<file path="config.mk">
export PLATFORM = sky130hd
export DESIGN_NAME = wildcard_byte_pattern_scan
export DESIGN_NICKNAME = d
export VERILOG_FILES = /design/src/rtl/wbps_pkg.sv /design/src/rtl/wbps_window_match.sv /design/src/rtl/wildcard_byte_pattern_scan.sv
export SDC_FILE = /design/constraint.sdc
export NUM_CORES = 1
export LEC_CHECK = 0
export BUFFER_PORTS_ARGS = -buffer_cell sky130_fd_sc_hd__buf_4
export CORE_MARGIN = 1
export CORE_UTILIZATION = 55
export DETAILED_ROUTE_END_ITERATION = 7
export PLACE_DENSITY = 0.8
export SYNTH_ARGS = -nofsm -noshare
export SYNTH_HDL_FRONTEND = slang
export SYNTH_HIERARCHICAL = 1
export SYNTH_SLANG_ARGS = --single-unit
</file>
<file path="constraint.sdc">
create_clock -name clk -period 8.7 [get_ports clk]
set_input_delay 1.74 -clock clk [delete_from_list [all_inputs] [get_ports clk]]
set_output_delay 1.74 -clock clk [all_outputs]
set_load 0.02 [all_outputs]
</file>
<file path="src/rtl/wbps_pkg.sv">
// ----------------------------------------------------------------------------
// wbps_pkg: shared types and constants for the wildcard byte pattern scan
// Register map codes, configuration bundle and field widths.
// ----------------------------------------------------------------------------
package wbps_pkg;

  // Field widths fixed by the register map and the stream payload
  localparam int PAT_CFG_BYTES   = 16;   // pattern bytes held in configuration
  localparam int WILD_W          = 16;
  localparam int PLEN_W          = 5;
  localparam int CFG_DATA_W      = 64;
  localparam int CFG_ADDR_W      = 5;    // four registers at 8-byte spacing
  localparam int RESULT_OFFSET_W = 32;

  typedef logic [7:0] byte_t;

  // Register indexes (paddr[4:3])
  typedef enum logic [1:0] {
    REG_PAT_LO    = 2'd0,
    REG_PAT_HI    = 2'd1,
    REG_WILD_MASK = 2'd2,
    REG_PAT_LEN   = 2'd3
  } cfg_reg_t;

  // Pattern configuration as seen by the compare logic
  typedef struct packed {
    logic [CFG_DATA_W-1:0] pat_hi;
    logic [CFG_DATA_W-1:0] pat_lo;
    logic [WILD_W-1:0]     wild;
  } pat_cfg_t;

endpackage

</file>
<file path="src/rtl/wbps_window_match.sv">
// ----------------------------------------------------------------------------
// wbps_window_match: parallel wildcard compare of the byte window
// Checks the newest len window bytes against the pattern in one pass.
// ----------------------------------------------------------------------------
module wbps_window_match import wbps_pkg::*; #(
  parameter int MAX_PATTERN_BYTES = 16
) (
  input  byte_t                                  win [MAX_PATTERN_BYTES],
  input  pat_cfg_t                               cfg,
  input  logic [$clog2(MAX_PATTERN_BYTES+1)-1:0] len,
  output logic                                   hit
);

  localparam int LEN_W = $clog2(MAX_PATTERN_BYTES + 1);
  localparam int IDX_W = (MAX_PATTERN_BYTES > 1) ? $clog2(MAX_PATTERN_BYTES) : 1;

  byte_t                        pat  [MAX_PATTERN_BYTES];
  logic [MAX_PATTERN_BYTES-1:0] wild;
  logic [MAX_PATTERN_BYTES-1:0] eq;

  // Pattern bytes past the configured sixteen are zero and never wild
  for (genvar k = 0; k < MAX_PATTERN_BYTES; k++) begin : g_pat
    if (k < PAT_CFG_BYTES) begin : g_cfg
      assign pat[k]  = byte_t'({cfg.pat_hi, cfg.pat_lo} >> (8 * k));
      assign wild[k] = cfg.wild[k];
    end else begin : g_zero
      assign pat[k]  = '0;
      assign wild[k] = 1'b0;
    end
  end

  // Window entry j (0 = newest) lines up with pattern byte len-1-j
  always_comb begin
    logic [LEN_W-1:0] diff;
    logic [IDX_W-1:0] k;
    logic             en;
    for (int j = 0; j < MAX_PATTERN_BYTES; j++) begin
      en    = LEN_W'(j) < len;
      diff  = len - LEN_W'(1) - LEN_W'(j);
      k     = diff[IDX_W-1:0];
      eq[j] = en ? (wild[k] || (win[j] == pat[k])) : 1'b1;
    end
  end

  assign hit = &eq;

endmodule

</file>
<file path="src/rtl/wildcard_byte_pattern_scan.sv">
// ----------------------------------------------------------------------------
// wildcard_byte_pattern_scan: first-match byte pattern search over a stream
// Window, byte count, match flag, result register and APB register file.
// ----------------------------------------------------------------------------
// Takes one image byte per beat, every cycle unless stalled, with no gaps
// needed between scans. The whole pattern (up to MAX_PATTERN_BYTES, wildcards
// per byte) is compared against the byte window in the same cycle the byte is
// taken, so a result appears on the output register in the cycle after the
// byte that decides it. Each scan (ended by tlast) gives exactly one result
// beat: tuser=1 with the offset of the match start, or tuser=0 and offset 0 on
// the last byte. Bytes after a match are dropped until tlast. A waiting result
// holds the input only when it is not taken in the same cycle. The user must
// write registers over APB only while no scan is in flight (not enforced).
module wildcard_byte_pattern_scan import wbps_pkg::*; #(
  parameter int MAX_PATTERN_BYTES = 16,
  parameter int OFFSET_BITS       = 32
) (
  input  logic                       clk,
  input  logic                       rst_n,
  // byte stream
  input  logic                       in_tvalid,
  output logic                       in_tready,
  input  logic [7:0]                 in_tdata,     // [7:0] data_byte
  input  logic                       in_tlast,     // last_byte
  // result stream
  output logic                       out_tvalid,
  input  logic                       out_tready,
  output logic [RESULT_OFFSET_W-1:0] out_tdata,    // [31:0] match_offset
  output logic                       out_tuser,    // [0] found
  // register port
  input  logic                       cfg_psel,
  input  logic                       cfg_penable,
  input  logic                       cfg_pwrite,
  input  logic [CFG_ADDR_W-1:0]      cfg_paddr,
  input  logic [CFG_DATA_W-1:0]      cfg_pwdata,
  output logic [CFG_DATA_W-1:0]      cfg_prdata,
  output logic                       cfg_pready
);

  localparam int LEN_W = $clog2(MAX_PATTERN_BYTES + 1);

  // Registers
  logic [CFG_DATA_W-1:0]  pat_lo_r, pat_hi_r;
  logic [WILD_W-1:0]      wild_r;
  logic [PLEN_W-1:0]      plen_r;
  byte_t                  win_r   [MAX_PATTERN_BYTES];
  byte_t                  win_nxt [MAX_PATTERN_BYTES];
  logic [OFFSET_BITS-1:0] seen_r, seen_nxt;
  logic                   found_r, found_nxt;
  logic                   out_valid_r;
  logic                   out_found_r;
  logic [RESULT_OFFSET_W-1:0] out_offset_r;

  cfg_reg_t               reg_sel;
  logic                   cfg_wr;
  logic [LEN_W-1:0]       len_act;
  pat_cfg_t               pcfg;
  logic                   hit_win;
  logic                   hit;
  logic                   produce;
  logic                   acc;
  logic [OFFSET_BITS-1:0] seen_inc;
  logic [OFFSET_BITS-1:0] offset_full;

  // APB decode: register index from paddr[4:3]
  assign reg_sel    = cfg_reg_t'(cfg_paddr[4:3]);
  assign cfg_wr     = cfg_psel && cfg_penable && cfg_pwrite;
  assign cfg_pready = 1'b1;

  always_ff @(posedge clk) begin
    if (!rst_n) begin
      pat_lo_r <= '0;
      pat_hi_r <= '0;
      wild_r   <= '0;
      plen_r   <= PLEN_W'(1);
    end else if (cfg_wr) begin
      unique case (reg_sel)
        REG_PAT_LO:    pat_lo_r <= cfg_pwdata;
        REG_PAT_HI:    pat_hi_r <= cfg_pwdata;
        REG_WILD_MASK: wild_r   <= cfg_pwdata[WILD_W-1:0];
        REG_PAT_LEN:   plen_r   <= cfg_pwdata[PLEN_W-1:0];
        default:       ;
      endcase
    end
  end

  always_comb begin
    unique case (reg_sel)
      REG_PAT_LO:    cfg_prdata = pat_lo_r;
      REG_PAT_HI:    cfg_prdata = pat_hi_r;
      REG_WILD_MASK: cfg_prdata = CFG_DATA_W'(wild_r);
      REG_PAT_LEN:   cfg_prdata = CFG_DATA_W'(plen_r);
      default:       cfg_prdata = '0;
    endcase
  end

  // Effective length: zero means one, clamp to the window depth
  always_comb begin
    if (plen_r == '0)
      len_act = LEN_W'(1);
    else if (int'(plen_r) > MAX_PATTERN_BYTES)
      len_act = LEN_W'(MAX_PATTERN_BYTES);
    else
      len_act = LEN_W'(plen_r);
  end

  assign pcfg = '{pat_hi: pat_hi_r, pat_lo: pat_lo_r, wild: wild_r};

  // Beat accept: room when the result register is empty or draining
  assign in_tready = !out_valid_r || out_tready;
  assign acc       = in_tvalid && in_tready;

  // Window after taking this byte, entry 0 newest
  always_comb begin
    win_nxt[0] = in_tdata;
    for (int j = 1; j < MAX_PATTERN_BYTES; j++)
      win_nxt[j] = win_r[j-1];
  end

  // Saturating byte count
  assign seen_inc = (seen_r == '1) ? seen_r : seen_r + OFFSET_BITS'(1);

  wbps_window_match #(
    .MAX_PATTERN_BYTES (MAX_PATTERN_BYTES)
  ) u_match (
    .win (win_nxt),
    .cfg (pcfg),
    .len (len_act),
    .hit (hit_win)
  );

  assign hit         = !found_r && hit_win && (seen_inc >= OFFSET_BITS'(len_act));
  assign offset_full = seen_inc - OFFSET_BITS'(len_act);
  assign produce     = acc && !found_r && (hit || in_tlast);

  // Scan state update
  always_comb begin
    seen_nxt  = seen_r;
    found_nxt = found_r;
    if (acc) begin
      if (in_tlast) begin
        seen_nxt  = '0;
        found_nxt = 1'b0;
      end else if (!found_r) begin
        seen_nxt  = seen_inc;
        found_nxt = hit;
      end
    end
  end

  always_ff @(posedge clk) begin
    if (!rst_n) begin
      seen_r  <= '0;
      found_r <= 1'b0;
      for (int j = 0; j < MAX_PATTERN_BYTES; j++)
        win_r[j] <= '0;
    end else begin
      seen_r  <= seen_nxt;
      found_r <= found_nxt;
      if (acc && in_tlast) begin
        for (int j = 0; j < MAX_PATTERN_BYTES; j++)
          win_r[j] <= '0;
      end else if (acc && !found_r) begin
        win_r <= win_nxt;
      end
    end
  end

  // Result register
  always_ff @(posedge clk) begin
    if (!rst_n)
      out_valid_r <= 1'b0;
    else if (produce)
      out_valid_r <= 1'b1;
    else if (out_tready)
      out_valid_r <= 1'b0;
  end

  always_ff @(posedge clk) begin
    if (produce) begin
      out_found_r  <= hit;
      out_offset_r <= hit ? RESULT_OFFSET_W'(offset_full) : '0;
    end
  end

  assign out_tvalid = out_valid_r;
  assign out_tuser  = out_found_r;
  assign out_tdata  = out_offset_r;

  // Checks
  a_scan_clears: assert property (@(posedge clk) disable iff (!rst_n)
    acc && in_tlast |=> (seen_r == '0) && !found_r)
    else $error("scan state not cleared after last byte");

  a_miss_zero_offset: assert property (@(posedge clk) disable iff (!rst_n)
    out_valid_r && !out_found_r |-> out_offset_r == '0)
    else $error("not-found result carries a non-zero offset");

  a_found_blocks: assert property (@(posedge clk) disable iff (!rst_n)
    acc && found_r && !(out_valid_r && !out_tready) |=> !out_valid_r)
    else $error("second result within one scan");

  a_reset_idle: assert property (@(posedge clk)
    !rst_n |=> !out_valid_r && (seen_r == '0) && !found_r)
    else $error("state not cleared by reset");

endmodule
</file>
**Yosys cells after proc, flatten, opt, wreduce, memory -nomap -nowiden**

Index checks and enable logic that the tools add are counted.

- Flip-flop bits (word level): 336

- Add/subtract/negate cells: 18
- Bitwise operators: 17
- Magnitude comparators: 50
- Reduce and logical (&&, ||, !) cells: 38
- Muxes and demuxes: 106
- Equality and inequality tests: 21

Operators by type and width:

| operator | number |
|---|---|
| binary-select mux 8 bit (select 4 bit) | 16 |
| two-way mux 8 bit | 32 |
| one-hot mux 64 bit (4 select lines) | 1 |
| equality test 8 bit | 16 |
| two-way mux 32 bit | 3 |
| greater-or-equal comparator 5 bit, second input constant | 16 |
| < comparator 4 x 5 -> 1 bit, second input constant | 16 |
| inverter 4 -> 5 bit | 16 |
| binary-select mux 1 bit (select 4 bit) | 16 |
| < comparator 4 x 5 -> 1 bit, first input constant | 8 |
| two-way mux 1 bit | 36 |
| adder 32 x 1 -> 32 bit, second input constant | 1 |
| equality test 32 bit, second input constant | 1 |
| greater-or-equal comparator 32 x 5 -> 1 bit | 1 |
| subtractor 32 x 5 -> 32 bit | 1 |
| subtractor 4 bit, second input constant | 8 |
| < comparator 3 x 5 -> 1 bit, first input constant | 4 |
| logical OR 1 bit | 18 |
| AND reduction 16 bit | 1 |
| subtractor 4 x 3 -> 4 bit, second input constant | 4 |
| < comparator 1 x 5 -> 1 bit, first input constant | 2 |
| < comparator 2 x 5 -> 1 bit, first input constant | 2 |
| two-way mux 5 bit | 2 |
| AND reduction 2 bit | 5 |
| other kinds (13) | 24 |

**Depth between registers and ports, before layout**

Gate-level depths: netlist of the first run.

- Word-level depth: 18
- Mapped depth: 26
- Gate-level depth less buffers: 17

**Hierarchy**

Netlist of the first run, hierarchy kept.

By module, submodules not included:

| module | cells an instance | times used | area an instance (um^2) |
|---|---|---|---|
| wildcard_byte_pattern_scan | 1844 | 1 | 14996.9 |
| wbps_window_match | 930 | 1 | 9123.8 |

**Least setup slack after synthesis of the first run**

No wires, ideal clock.

- Path type: register to register
- From: register plen_r[1]
- To: register out_offset_r[0], in the netlist out_tdata[0], enable pin
- Path buffers: 8
- Setup slack: 1.575 ns
- Cell stages (with the launch flop): 23
- Arrival: 6.691 ns
- Clock period less this slack: 7.125 ns
- Cells stage by stage: dfxtp_1 -> nor3_1 -> nor2_1 -> nor2_1 -> buf_4 -> inv_2 -> buf_2 -> clkbuf_1 -> ha_1 -> buf_4 -> buf_6 -> buf_2 -> buf_2 -> mux4_2 -> mux4_2 -> xor2_1 -> nor4_1 -> nand2_1 -> a221o_1 -> nor4_2 -> o311ai_4 -> buf_2 -> a21oi_1

- Cells in the longest elaborated chain, start to end: 17
- Elaborated cells between the ends (all ways): 186
- Classes of those cells: 16 x add/sub; 18 x order compare; 16 x eq/ne; 98 x mux; 16 x bitwise; 22 x reduce/logical

RTL lines:

| what | RTL line | RTL |
|---|---|---|
| start: declaration | wildcard_byte_pattern_scan.sv:45 | `logic [PLEN_W-1:0] plen_r;` |
| start signal: assignment | wildcard_byte_pattern_scan.sv:81 | `REG_PAT_LEN: plen_r <= cfg_pwdata[PLEN_W-1:0];` |
| > comparator 5 bit | wildcard_byte_pattern_scan.sv:101 | `else if (int'(plen_r) > MAX_PATTERN_BYTES)` |
| two-way mux 5 bit | wildcard_byte_pattern_scan.sv:101 |  |
| two-way mux 5 bit (*) | wildcard_byte_pattern_scan.sv:99 | `if (plen_r == '0)` |
| named net len_act[0] | wildcard_byte_pattern_scan.sv:56 | `logic [LEN_W-1:0] len_act;` |
| subtractor 4 x 1 -> 4 bit | wbps_window_match.sv:39 | `diff = len - LEN_W'(1) - LEN_W'(j);` |
| subtractor 4 x 1 -> 4 bit, or another cell as far along | wbps_window_match.sv:39 |  |
| inverter 4 -> 5 bit (implied by the code) | wbps_window_match.sv:41 | `eq[j] = en ? (wild[k] \|\| (win[j] == pat[k])) : 1'b1;` |
| binary-select mux 8 bit (select 4 bit) | wbps_window_match.sv:41 |  |
| [... 3 more ...] | -- |  |
| logical OR 1 bit | wbps_window_match.sv:41 |  |
| two-way mux 1 bit | wbps_window_match.sv:41 |  |
| AND reduction 16 bit (*) | wbps_window_match.sv:45 | `assign hit = &eq;` |
| named net hit_win | wildcard_byte_pattern_scan.sv:58 | `logic hit_win;` |
| logical AND 1 bit (*) (2 in a row) | wildcard_byte_pattern_scan.sv:132 | `assign hit = !found_r && hit_win && (seen_inc >= OFFSET_BITS'(len_act));` |
| logical OR 1 bit (*) | wildcard_byte_pattern_scan.sv:134 | `assign produce = acc && !found_r && (hit \|\| in_tlast);` |
| logical AND 1 bit (*) | wildcard_byte_pattern_scan.sv:134 |  |
| named net produce | wildcard_byte_pattern_scan.sv:60 | `logic produce;` |
| end signal: assignment | wildcard_byte_pattern_scan.sv:182 | `out_offset_r <= hit ? RESULT_OFFSET_W'(offset_full) : '0;` |
| end: declaration | wildcard_byte_pattern_scan.sv:52 | `logic [RESULT_OFFSET_W-1:0] out_offset_r;` |

Mark *: on every way through the listed nets, which the timed path passes. The rest lies on a longest branch. The select of a mux whose other input is x is not followed.
A chain may end at the register's enable or synchronous reset.

**Worst setup path after layout of the first run**

- From: register plen_r[4]
- To: register out_offset_r[12], in the netlist out_tdata[12], enable pin

Same word-level chain as after synthesis.

==> impl_results.md, run 1 <==
- Outcome: completed
- Area of the mapped netlist: around 0.024 mm2
- # resized after CTS: 0
- Seq/Total Area, Yosys: 0.2926
- Slew headroom: 0.08238
- Leading area contributor after synthesis: dfxtp_1
- Min Tclk post-route: roughly 7.5 ns
- Share of cells above drive strength 1: 0.1742
- Area added between synthesis and finish: 11.04%
- CP Cell Sequence: inv_1 > nand2_1 > inv_1 > inv_1 > ha_4 > buf_12 > mux2_1 > o21ai_1 > nor2_1 > a211o_1 > xor2_1 > or4_1 > o21ai_0 > nand4_1 > nor4_2 > o311ai_4 > a21oi_4
- CP startpoint kind: register
- RSZ-0062 raised after global routing: false
- CTS root buf: clkbuf_16
- Clock latency at the later pin of the worst-skew pair: ~0.6 ns
- Largest net degree at the start of global routing: roughly 110
- Worst-case reg-to-reg path depth: 17
- Yosys cell types: 86
- Crit. End Element: register
- First-pass GRT wire length: between 100 and 150 mm
- Vias: 22360
- CP Data Arrival Time: 7.70 ns
- Bufs on Longest Clock Path: 3
- Setup slack, reg-to-reg: roughly 1.2 ns
- H-Tree Depth: 2
- Vias in the first global route: 20690
- Final Setup Violations: 0
- Cts bufs inserted: 40
- 1st-iter DRT viols: 2723
- Max IR drop VDD: 165.3 uV
- Final Util: 0.6204
- Hold buffers post-CTS: 0
- Dpl ws: 1.278 ns
- Slowest CP cell: ha_4
- Most frequent cells in the layout: 654 x nand2_1, 303 x dfxtp_1, 218 x mux2i_1
- Final setup skew: 0.02957 ns
- Total nets after synthesis: about 2900
- Avg Cell Area, Syn: 8.695 um2
- Filler Cell Count: approximately 3700
- Hold Crit Start: win_nxt[5]$_SDFFE_PP0P_
- Placed insts: approximately 3400
- Routability-driven placement congestion ratio: approximately 1.1
- Wire length per cell: ~25 um
- Commonest non-fill, non-tap cell in the layout: nand2_1
- Final hold violations: 0
- Max frequency: roughly 130 MHz
- Worst-case hold path end point: win_nxt[5]$_SDFFE_PP0P_
- WS Path Type: register to register
- Final Worst Setup Slack: between 1 and 1.5 ns
- Detailed Routing Iterations Pass 1: 6
- Routed WL: 84.83 mm
- Capturing point of the worst reg2reg path: out_tdata[12]$_SDFFCE_PN0P_
- Synth Flop Type: dfxtp_1
- Initial Util: 0.5587
- CTS Sinks: around 340
- Setup TNS: 0 ns
- Die W: around 210 um
- Period Utilization, post-route: 0.8630
- Row count: between 70 and 80
- Initial antenna violation count: 3
- Synthesis-stage register bit count: 336
- Port-buffer cells: 180
- Die area: around 0.045 mm2
- Vias per cell: 6.527
- Nets: 2904
- Total track usage: 0.3763
- Max-slew violation count: 0
- Die Y: roughly 210 um
- Total setup buffers inserted after CTS: 0
- Async set-reset flop share out of synthesis: 0
- Clock transition at path regs: ~0.060 ns
- Maxcap violations: 0
- Slowest stage delay, CP: about 0.96 ns
- Synth area leaders: dfxtp_1 25%, mux4_2 14%, nand2_1 10%
- Layout Cells excl Fill: 3426
- R2r startpoint: plen_r[4]$_SDFFE_PN0P_
- Mapped Cells: 2774
- WHS Path Cells: 2
- Pwr Density: around 140 mW/mm2
- Detailed Place HPWL: approximately 63 mm
- Core Area: ~0.043 mm2
- Most used cell, CP: inv_1
- Post-synth EDFFs: 33
- DRC violations left: 0
- YS warnings: 6
- Pleak: around 10 nW
- CTS tree: yes
- Worst-Margin Slew: roughly 1.4 ns
- Gr ovfl total: 0
- WP data required: between 8 and 9 ns
- Yosys top cell area share: 0.2515
- Worst hold-check path type: register to register
- Top Ports: between 150 and 200
- Final hold slack: 0.4725 ns
- # diodes: 0
- Critical path fanouts, max: between 80 and 90
- Final ANT Viol Nets: 0
==> per-stage QoR <==
step	instance area [um2]	power, mW
CTS	26780	3.687
detailed placement	25520	2.066
floorplan	24120	1.921
global route	26780	3.784
global placement	25520	2.056
finish	26780	3.682
==> worst max-delay path, delay by kind of cell, from the launching register on <==
family / cells / cell delay (ns)
xor+xnor: 1 / 0.14
buf+inv: 4 / 1.30
simple gates: 5 / 1.42
fa+ha+maj: 1 / 0.96
mux: 1 / 0.39
compound gates: 5 / 2.26
flops: 1 / 0.48
==> cells in the mapped netlist, types with 6 or more instances <==
master    number
a31oi_1        8
buf_6         12
a211oi_1      40
a21oi_1      202
buf_4         20
xnor2_1       90
xor2_1        71
nor2b_1       53
and2_1        25
edfxtp_1      33
nand2_1      656
mux2_2        25
dfxtp_1      303
o31ai_1        6
buf_1         15
mux4_2       149
o22a_1         7
nand4_1       48
mux2_1        12
nor4_1        17
buf_2         46
clkbuf_1     124
a22oi_1       16
o211ai_1       9
ha_1           8
mux2i_1      218
a211o_1        6
nor3_1        30
inv_1         19
o21ai_1       12
nand3_1       33
and4_1        10
or4_1         10
a21boi_0     151
nor2_1       134
o21ai_0       56
==> state kept, by name (all words and copies together) (netlist names) <==
register and flops:
win_nxt 120, pat_hi_r 64, pat_lo_r 64, out_tdata 32, seen_r 32, wild_r 16
plen_r 5, found_r 1, out_tuser 1, out_tvalid 1
==> cells by family after synthesis <==
| family | synth area share |
|---|---|
| AO/OA/AOI/OAI | 0.1496 |
| XOR/XNOR | 0.06526 |
| adder cells (fa/ha/maj) | 0.004980 |
| buffers and inverters | 0.04746 |
| flip-flops | 0.2926 |
| multiplexers | 0.2469 |
| other | 0.0001555 |
| AND/OR/NAND/NOR | 0.1931 |
==> area by class of cell <==
type,instances,area [um2],area share
Multi-Input combinational cell,2196,16030,0.5984
Sequential cell,336,7057,0.2635
Clock buffer,62,1186,0.04428
Timing Repair Buffer,214,1619,0.06045
Tap cell,585,732.0,0.02733
Inverter,22,82.58,0.003083
Clock inverter,11,80.08,0.002990
==> worst max-delay path by stage <==
stage                     slack (ns)                          end                    from
after global placement          1.48   out_tdata[7]$_SDFFCE_PN0P_  plen_r[4]$_SDFFE_PN0P_
after detailed placement        1.28   out_tdata[7]$_SDFFCE_PN0P_  plen_r[4]$_SDFFE_PN0P_
after global routing            0.78  out_tdata[12]$_SDFFCE_PN0P_  plen_r[4]$_SDFFE_PN0P_
final                           1.19  out_tdata[12]$_SDFFCE_PN0P_  plen_r[4]$_SDFFE_PN0P_
after floorplan                 1.57   out_tdata[0]$_SDFFCE_PN0P_  plen_r[1]$_SDFFE_PN0P_
after CTS                       1.25  out_tdata[12]$_SDFFCE_PN0P_  plen_r[4]$_SDFFE_PN0P_
==> power breakdown <==
part / switching, mW / internal [mW] / total [mW]
clock: 0.695 / 0.942 / 1.64
sequential: 0.0209 / 1.58 / 1.60
combinational: 0.277 / 0.165 / 0.442
==> per-layer routing <==
metal  wire (um)  vias up  share of wire  track usage
li1            -     9969              -            -
met1       33900    10970           0.40       0.5155
met2       38030     1239           0.45       0.5812
met3        8447      187           0.10      0.05355
met4        4448        0          0.052       0.1884
met5           0        -              0            0
No activity file was read; power rests on OpenSTA's default activity.
==> inputs of run 2 (changes only) <==
--- a/config.mk
+++ b/config.mk
@@ -10,6 +10,7 @@
 export CORE_UTILIZATION = 55
 export DETAILED_ROUTE_END_ITERATION = 7
 export PLACE_DENSITY = 0.8
+export REMOVE_ABC_BUFFERS = 1
 export SYNTH_ARGS = -nofsm -noshare
 export SYNTH_HDL_FRONTEND = slang
 export SYNTH_HIERARCHICAL = 1
==> run 2 against run 1 <==
  * First-iteration DRC count fell by 13%
  * Critical path type unchanged
  * Critical path depth increased by 3
  * Highest routed layer is now met5
  * Utilization increased by 0.24 points
  * Largest power group unchanged
  * Worst hold slack worse by 0.0027 ns
  * Design area rose by 0.39%
==> impl_results.md, run 2 (synthesized netlist as in run 1, its figures left out) <==
- Total setup buffers inserted after CTS: 0 (unchanged)
- Total track usage: 0.3356 (-0.04069)
- # resized after CTS: 0 (unchanged)
- Final setup skew: 0.01487 ns (-0.01470 ns)
- CP startpoint kind: register
- # diodes: 0 (unchanged)
- Port-buffer cells: 180 (unchanged)
- CTS Sinks: 336 (unchanged)
- Nets: 2914 (+0.34%)
- CP Data Arrival Time: 7.45 ns (-0.25 ns)
- Pleak: 10.31 nW (+0.72%)
- Clock transition at path regs: 0.06 ns (about the same)
- Share of cells above drive strength 1: 0.1780 (+0.003785)
- Maxcap violations: 0 (unchanged)
- Die area: 0.04470 mm2 (unchanged)
- Vias per cell: 6.463 (-0.97%)
- Slew headroom: 0.1434 (+0.06106)
- Gr ovfl total: 0 (unchanged)
- Crit path max-delay family: simple AND/OR/NAND/NOR gates
- Final hold slack: 0.4698 ns (-0.002693 ns)
- Initial antenna violation count: 1 (-2)
- Die W: 211.4 um (unchanged)
- Top Ports: 185 (unchanged)
- Core Area: 0.04317 mm2 (unchanged)
- Outcome: completed
- Detailed Place HPWL: 54.28 mm (-14%)
- Max IR drop VDD: 230.7 uV (+40%)
- Number of flip-flops in the largest register: 120 (unchanged)
- Bufs on Longest Clock Path: 3 (unchanged)
- Routability-driven placement congestion ratio: 1.004 (-7.7%)
- Final hold violations: 0 (unchanged)
- 1st-iter DRT viols: 2382 (-13%)
- RSZ-0062 raised after global routing: false
- Vias: 22190 (-0.77%)
- Hold buffers post-CTS: 0 (unchanged)
- Max frequency: 138.0 MHz (+3.6%)
- Commonest non-fill, non-tap cell in the layout: nand2_1
- Critical path fanouts, max: 56 (-36%)
- DRC violations left: 0 (unchanged)
- Final ANT Viol Nets: 0 (unchanged)
- Initial Util: 0.5587 (unchanged)
- Min Tclk post-route: 7.248 ns (-0.2605 ns)
- Area added between synthesis and finish: 11.48%
- CTS root buf: clkbuf_16
- Period Utilization, post-route: 0.8331 (-0.02994)
- First-pass GRT wire length: 116.9 mm (-7.2%)
- Pwr Density: 137.7 mW/mm2 (+0.17%)
- Dpl ws: 1.561 ns (+0.2836 ns)
- Max-slew violation count: 0 (unchanged)
- Design area: 0.02689 mm2 (+0.39%)
- Filler Cell Count: 3586 (-3.9%)
- Largest net degree at the start of global routing: 142 (+35%)
- Routed WL: 76.12 mm (-10%)
- Wire length per cell: 22.17 um (-10%)
- H-Tree Depth: 2 (unchanged)
- Final Util: 0.6229 (+0.002434)
- Final Worst Setup Slack: 1.452 ns (+0.2605 ns)
- Crit. End Element: register
- Placed Area: 0.02563 mm2 (+0.42%)
- Detailed Routing Iterations Pass 1: 8 (+2)
- CP Cell Sequence: inv_1 > nand2_1 > inv_1 > inv_1 > ha_4 > nor2b_1 > a21oi_1 > o31ai_4 > nor2_1 > buf_4 > a211o_1 > xor2_1 > or4_1 > o21ai_0 > nand4_1 > nor4_2 > o311ai_4 > buf_4 > a21oi_4 > buf_4
- CTS tree: yes
- Vias in the first global route: 20830 (+0.65%)
- Slowest CP cell: ha_4
- Worst-Margin Slew: 1.273 ns (-0.09075 ns)
- Die Y: 211.4 um (unchanged)
- WS Path Type: register to register
- Most frequent cells in the layout: 654 x nand2_1, 303 x dfxtp_1, 224 x buf_4
- Tot Pwr: 3.703 mW (+0.57%)
- Worst hold-check path type: register to register
- CP bufs+invs: 6 (+2)
- Slowest stage delay, CP: 0.82 ns (-0.14 ns)
- Cts bufs inserted: 38 (-5.0%)
- Final Setup Violations: 0 (unchanged)
- Row count: 76 (unchanged)
- WP data required: 8.90 ns (about the same)
- Clock latency at the later pin of the worst-skew pair: 0.56 ns (-0.03 ns)
==> run 2: path summary, 6_finish.rpt <==
path	startpoint	endpoint	cells past startpoint	slack, ns
max	plen_r[4]$_SDFFE_PN0P_	out_tdata[0]$_SDFFCE_PN0P_	20	1.45
min	win_nxt[2]$_SDFFE_PP0P_	win_nxt[2]$_SDFFE_PP0P_	2	0.47
max reg2reg	plen_r[4]$_SDFFE_PN0P_	out_tdata[0]$_SDFFCE_PN0P_	20	1.45
min reg2reg	win_nxt[2]$_SDFFE_PP0P_	win_nxt[2]$_SDFFE_PP0P_	2	0.47
==> run 2: area by class of cell <==
| type | instances | area, um2 | share of cell area |
|---|---|---|---|
| Inverter | 22 | 82.58 | 0.003071 |
| Timing Repair Buffer | 226 | 1722 | 0.06403 |
| Clock buffer | 57 | 1156 | 0.04299 |
| Multi-Input combinational cell | 2196 | 16030 | 0.5963 |
| Sequential cell | 336 | 7057 | 0.2624 |
| Clock inverter | 11 | 107.6 | 0.004002 |
| Tap cell | 585 | 732.0 | 0.02722 |
==> run 2: metal layers <==
metal,part of all wire,track usage,routed length (um)
met5,0.00012,0,9
met4,0.045,0.1574,3439
met3,0.098,0.06216,7464
met2,0.45,0.5244,34610
met1,0.40,0.4497,30590
==> run 2: through the flow <==
| step | TNS, ns | cells |
|---|---|---|
| floorplan | -790.46 | 2554 |
| global placement | 0 | 3365 |
| detailed placement | 0 | 3365 |
| CTS | 0 | 3433 |
| global route | 0 | 3433 |
| finish | 0 | 3433 |
==> run 2: worst register-to-register path, stage by stage (launching register included) <==
cell and delay [ns]:
dfxtp_1 0.31, inv_1 0.12, nand2_1 0.19, inv_1 0.49, inv_1 0.21, ha_4 0.82
nor2b_1 0.21, a21oi_1 0.12, o31ai_4 0.77, nor2_1 0.24, buf_4 0.31, a211o_1 0.31
xor2_1 0.18, or4_1 0.61, o21ai_0 0.19, nand4_1 0.11, nor4_2 0.62, o311ai_4 0.20
buf_4 0.29, a21oi_4 0.18, buf_4 0.40
==> run 2: report_power, final <==
group	internal [mW]	leakage (nW)	switching [mW]	total, mW
Clock	0.977	0.628	0.679	1.66
Combinational	0.168	6.90	0.279	0.448
Sequential	1.58	2.79	0.0181	1.60
Total	2.73	10.3	0.976	3.70
